## src/rtl/wis_ram.sv

```systemverilog
// wis_ram: generic single write port, single read port ram with registered read
`timescale 1ns / 1ps

module wis_ram #(
  parameter int WIDTH = 8,
  parameter int DEPTH = 16
) (
  input  logic                     clk,
  input  logic                     wr_en,
  input  logic [$clog2(DEPTH)-1:0] wr_addr,
  input  logic [WIDTH-1:0]         wr_data,
  input  logic [$clog2(DEPTH)-1:0] rd_addr,
  output logic [WIDTH-1:0]         rd_data
);

  logic [WIDTH-1:0] mem [DEPTH];

  // write port
  always_ff @(posedge clk) begin
    if (wr_en) begin
      mem[wr_addr] <= wr_data;
    end
  end

  // registered read port
  always_ff @(posedge clk) begin
    rd_data <= mem[rd_addr];
  end

endmodule

```

## config.mk

```make
export PLATFORM = sky130hd
export DESIGN_NAME = wis_ram
export DESIGN_NICKNAME = d
export VERILOG_FILES = /design/src/rtl/wis_ram.sv
export SDC_FILE = /design/constraint.sdc
export NUM_CORES = 1
export LEC_CHECK = 0
export ABC_AREA = 1
export BUFFER_PORTS_ARGS = -buffer_cell sky130_fd_sc_hd__buf_2
export CAP_MARGIN = 20
export CELL_PAD_IN_SITES_DETAIL_PLACEMENT = 1
export CELL_PAD_IN_SITES_GLOBAL_PLACEMENT = 1
export CORE_MARGIN = 2
export CORE_UTILIZATION = 52
export DETAILED_ROUTE_END_ITERATION = 16
export MAX_ROUTING_LAYER = met4
export PLACE_DENSITY = 0.93
export RECOVER_POWER = 25
export SYNTH_ARGS = -nofsm -noshare
export SYNTH_HDL_FRONTEND = slang
export SYNTH_SLANG_ARGS = --single-unit
```

## constraint.sdc

```tcl
create_clock -name clk -period 1.8 [get_ports clk]
set_clock_uncertainty 0.15 [all_clocks]
set_input_delay 0.09 -clock clk [delete_from_list [all_inputs] [get_ports clk]]
set_output_delay 0.09 -clock clk [all_outputs]
set_load 0.05 [all_outputs]
```

* Word level (Yosys, flattened, before mapping)
Memories as Yosys holds them, arrays and structs flattened. A register that Yosys moved wholly into a read port is not among the register bits.
Index checks and enable logic that the tools add are counted.
** Word-level totals
- Output and inout port bits :: 8
- Memory bits (writable) :: 128
- Word-level logic and storage cells :: 3
- Memories :: 1
- Register bits after elaboration :: 0
** Cells by class
- Mux-type cells :: 2
** Memories
- mem :: depth 16, width 8, read ports 1, clocked after Yosys merged registers in 1, write ports 1, line 16 : logic [WIDTH-1:0] mem [DEPTH];
** Operators with widths (number)
- $mux 1 :: 2

* Logic depth before layout (Yosys ltp)
- Depth in word-level cells :: 2
- Depth in mapped cells :: 8
- Gate-level depth less buffers :: 7

* Worst setup path before layout
OpenSTA, ideal clock, no wires.
- Kind :: input-to-reg
- Start point :: in wr_addr[2]
- End point :: mem mem[10][0] (enable)
- Library setup time :: 370 ps
- Data arrival time :: 671 ps
- Slack :: 609 ps
- Stages on the path :: 2
- Cell sequence :: nand3b_1 nor2_1
** RTL lines
- from (decl) :: line 10 : input logic [$clog2(DEPTH)-1:0] wr_addr,
- to (decl) :: line 16
No word-level cell before the write port.

==> results by group <==
Global routing
  – Vias in the first global route: 4,644
  – Antenna violations before repair: 0
  – First-pass GRT wire length: 27.12 mm
  – GR Overflow Total: 0
  – Largest net degree at the start of global routing: 34
  – Total GRT Usage: 33.60%

Floorplan
  – Chip Width: 109.3 um
  – Core area: 10,840 um^2
  – Die footprint: 11,950 um^2
  – Top Ports: 26
  – Rows: 38
  – Starting Density: 53.20%
  – Height of the chip: 109.3 um

Synth
  – Adder-cell share of the synthesized area: 0%
  – Cells after Synth: 551
  – Synth Area in XOR/XNOR: 0%
  – Top cell type's share of synthesized area: 66.65%
  – Syn_area_per_cell: 10.47 um^2
  – Commonest cells in the netlist: 173 x nand2_1, 128 x edfxtp_1, 100 x inv_1, 97 x nand3_1, 17 x nor2_1
  – Multiplexer area fraction after synthesis: 0%
  – Mapped Area: 5767 um^2
  – Largest family of logic cells by synthesized area: simple AND/OR/NAND/NOR gates
  – Compound-Gate Fraction of Synth Area: 0%
  – Async S/R FF share, synth: 0%
  – Post-synthesis simple-gate area fraction: 21.05%
  – EDFF count, synth: 128
  – Sequential share of the synthesized area: 69.43%
  – Post-Syn Nets: 569
  – Synth Warn #: 0
  – Most frequent cell after synthesis: nand2_1
  – Top FF cell, synth: edfxtp_1
  – Synth area leader: edfxtp_1
  – Post-synth cell types: 12
  – Register bit total from synthesis: 136
  – Top cells by area, synth: edfxtp_1 67%, nand2_1 11%, nand3_1 8.4%

Job
  – Max_cap viols: 0

Hold path
  – HP Class: input pin to flip-flop

Clocking
  – CTS Buf Count: 17
  – CTS Buffer Depth: 2
  – CTS tree: yes
  – Post-CTS Repair Setup Buffers: 0
  – Worst-Skew Late Latency: 0.53 ns
  – Clock Sinks: 136
  – CTS clock-pin slew for the worst setup and hold paths: 0.06 ns
  – H-tree level count: 4
  – Root Driver: clkbuf_8

Timing
  – Slew HR: 34.95%
  – Setup TNS: 0 ns
  – Final setup viols: 0
  – Max frequency: 0.5682 GHz
  – Tmin final: 1.760 ns
  – Hold Slack: 0.03902 ns
  – Worst Tran Pin Value: 0.9758 ns
  – Slew Limit Fails: 0
  – Fin crit share: 97.78%
  – Fin. Hold Viols: 0
  – Final WS setup: 0.03996 ns

Layout
  – Utilization after layout: 63.35%
  – Synth-to-layout area growth: 19.09%
  – Multi-input gate area: 1226 um^2
  – Final nets: 625
  – Layout cells sized above 1: 12.58%
  – Seq. cell area: 4004 um^2
  – N_diodes: 0
  – Non-Filler Instances: 760
  – Filler cells: 1,151

Route
  – Final antenna-violating net count: 0
  – Final WL: 17.99 mm
  – Iteration-0 DRC Markers: 435
  – Routed len/inst: 23.67 um
  – Number of detailed-route iterations in the first pass: 5
  – Routed vias/inst: 5.768
  – Drc violations: 0
  – Via count: 4,384

Setup path
  – Crit path launch type: flip-flop
  – Crit end category: flip-flop
  – Setup CP Type: flip-flop to flip-flop
  – Req. time, crit path: 2.07 ns
  – Critical Path Fanout Max: 1
  – Crit path DAT: 2.03 ns

Place
  – Cell Count Post-Placement: 714
  – Dpl ws: 0.2811 ns
  – Port buffer count: 25
  – RePlAce Congestion: 0.8666
  – DPL Wire Length: 10.08 mm

Pwr
  – Pwr Density: 1148 nW/um^2
  – Lkg Pwr: 3.005 nW
  – Peak supply drop: 628.2 uV

Status
  – Outcome: completed
[through the flow]
step / instance area [um^2] / power (mW)
finish: 6868 / 7.886
floorplan: 5767 / 3.946
detailed placement: 6091 / 4.155
global placement: 6091 / 4.120
global route: 6868 / 8.047
CTS: 6862 / 7.886
[sequential cells by signal, summed over array words and instances, names as in the netlist]
| name | cells |
|---|---|
| rd_data | 8 |
| mem | 128 |
[final timing paths]
kind | to | cells past startpoint | slack, ns | from
min | rd_data[2]$_DFF_P_ | 5 | 0.04 | rd_addr[2]
min reg2reg | rd_data[5]$_DFF_P_ | 6 | 0.58 | mem[14][5]$_DFFE_PP_
max reg2reg | rd_data[6]$_DFF_P_ | 7 | 0.04 | mem[1][6]$_DFFE_PP_
max | rd_data[6]$_DFF_P_ | 7 | 0.04 | mem[1][6]$_DFFE_PP_
[layer usage]
metal | routed length (um) | track usage [%] | up-vias
li1 | - | - | 1885
met1 | 6620 | 40.67 | 2151
met2 | 8908 | 53.15 | 272
met3 | 1529 | 7.350 | 76
met4 | 933 | 17.90 | 0
met5 | 0 | - | -
[critical path: stages, from the launching register on]
cell and delay [ns]:
edfxtp_1 0.41, inv_2 0.08, nand2_2 0.07, nand3_2 0.10, nand3_1 0.12, nand3_2 0.13, nand2_1 0.06, dlygate4sd3_1 0.54
[report_power, final]
group          leakage (nW)  internal, mW  total (mW)  switching [mW]
clock network         0.315          2.43        3.73            1.30
logic                  1.47         0.150       0.580           0.430
registers              1.22          3.54        3.58          0.0328
[area by class of cell]
type                            count  area share [%]
Timing Repair Buffer               61           6.540
Tap cell                          140           2.551
Clock buffer                       24           7.142
Clock inverter                      8           2.040
Multi-Input combinational cell    289           17.85
Sequential cell                   136           58.30
Inverter                          102           5.575
[what timing repair did]
action / in CTS / in global routing
endpoints found under the hold margin: 139 / 0
setup endpoints to repair: 0 / 1
hold buffers: 14 / 0
resized for setup: 0 / 4
[layout by cell type (no fill, tap or decap)]
cell           count
buf_12             2
buf_2             20
buf_4             20
bufinv_16          4
clkbuf_1           7
clkbuf_16         16
clkbuf_8           6
clkinv_2           4
dfxtp_1            8
dlygate4sd3_1     14
edfxtp_1         128
inv_1             99
inv_2              3
nand2_1          172
nand2_2            1
nand3_1           95
nand3_2            2
nand3b_1           2
nor2_1            17
[kinds of logic (layout without fill, tap and decap cells)]
kind of cell,Yosys count,after routing
simple gates,289,289
buf+inv,126,195
flops,136,136
Power figures use the tool's default switching activity.
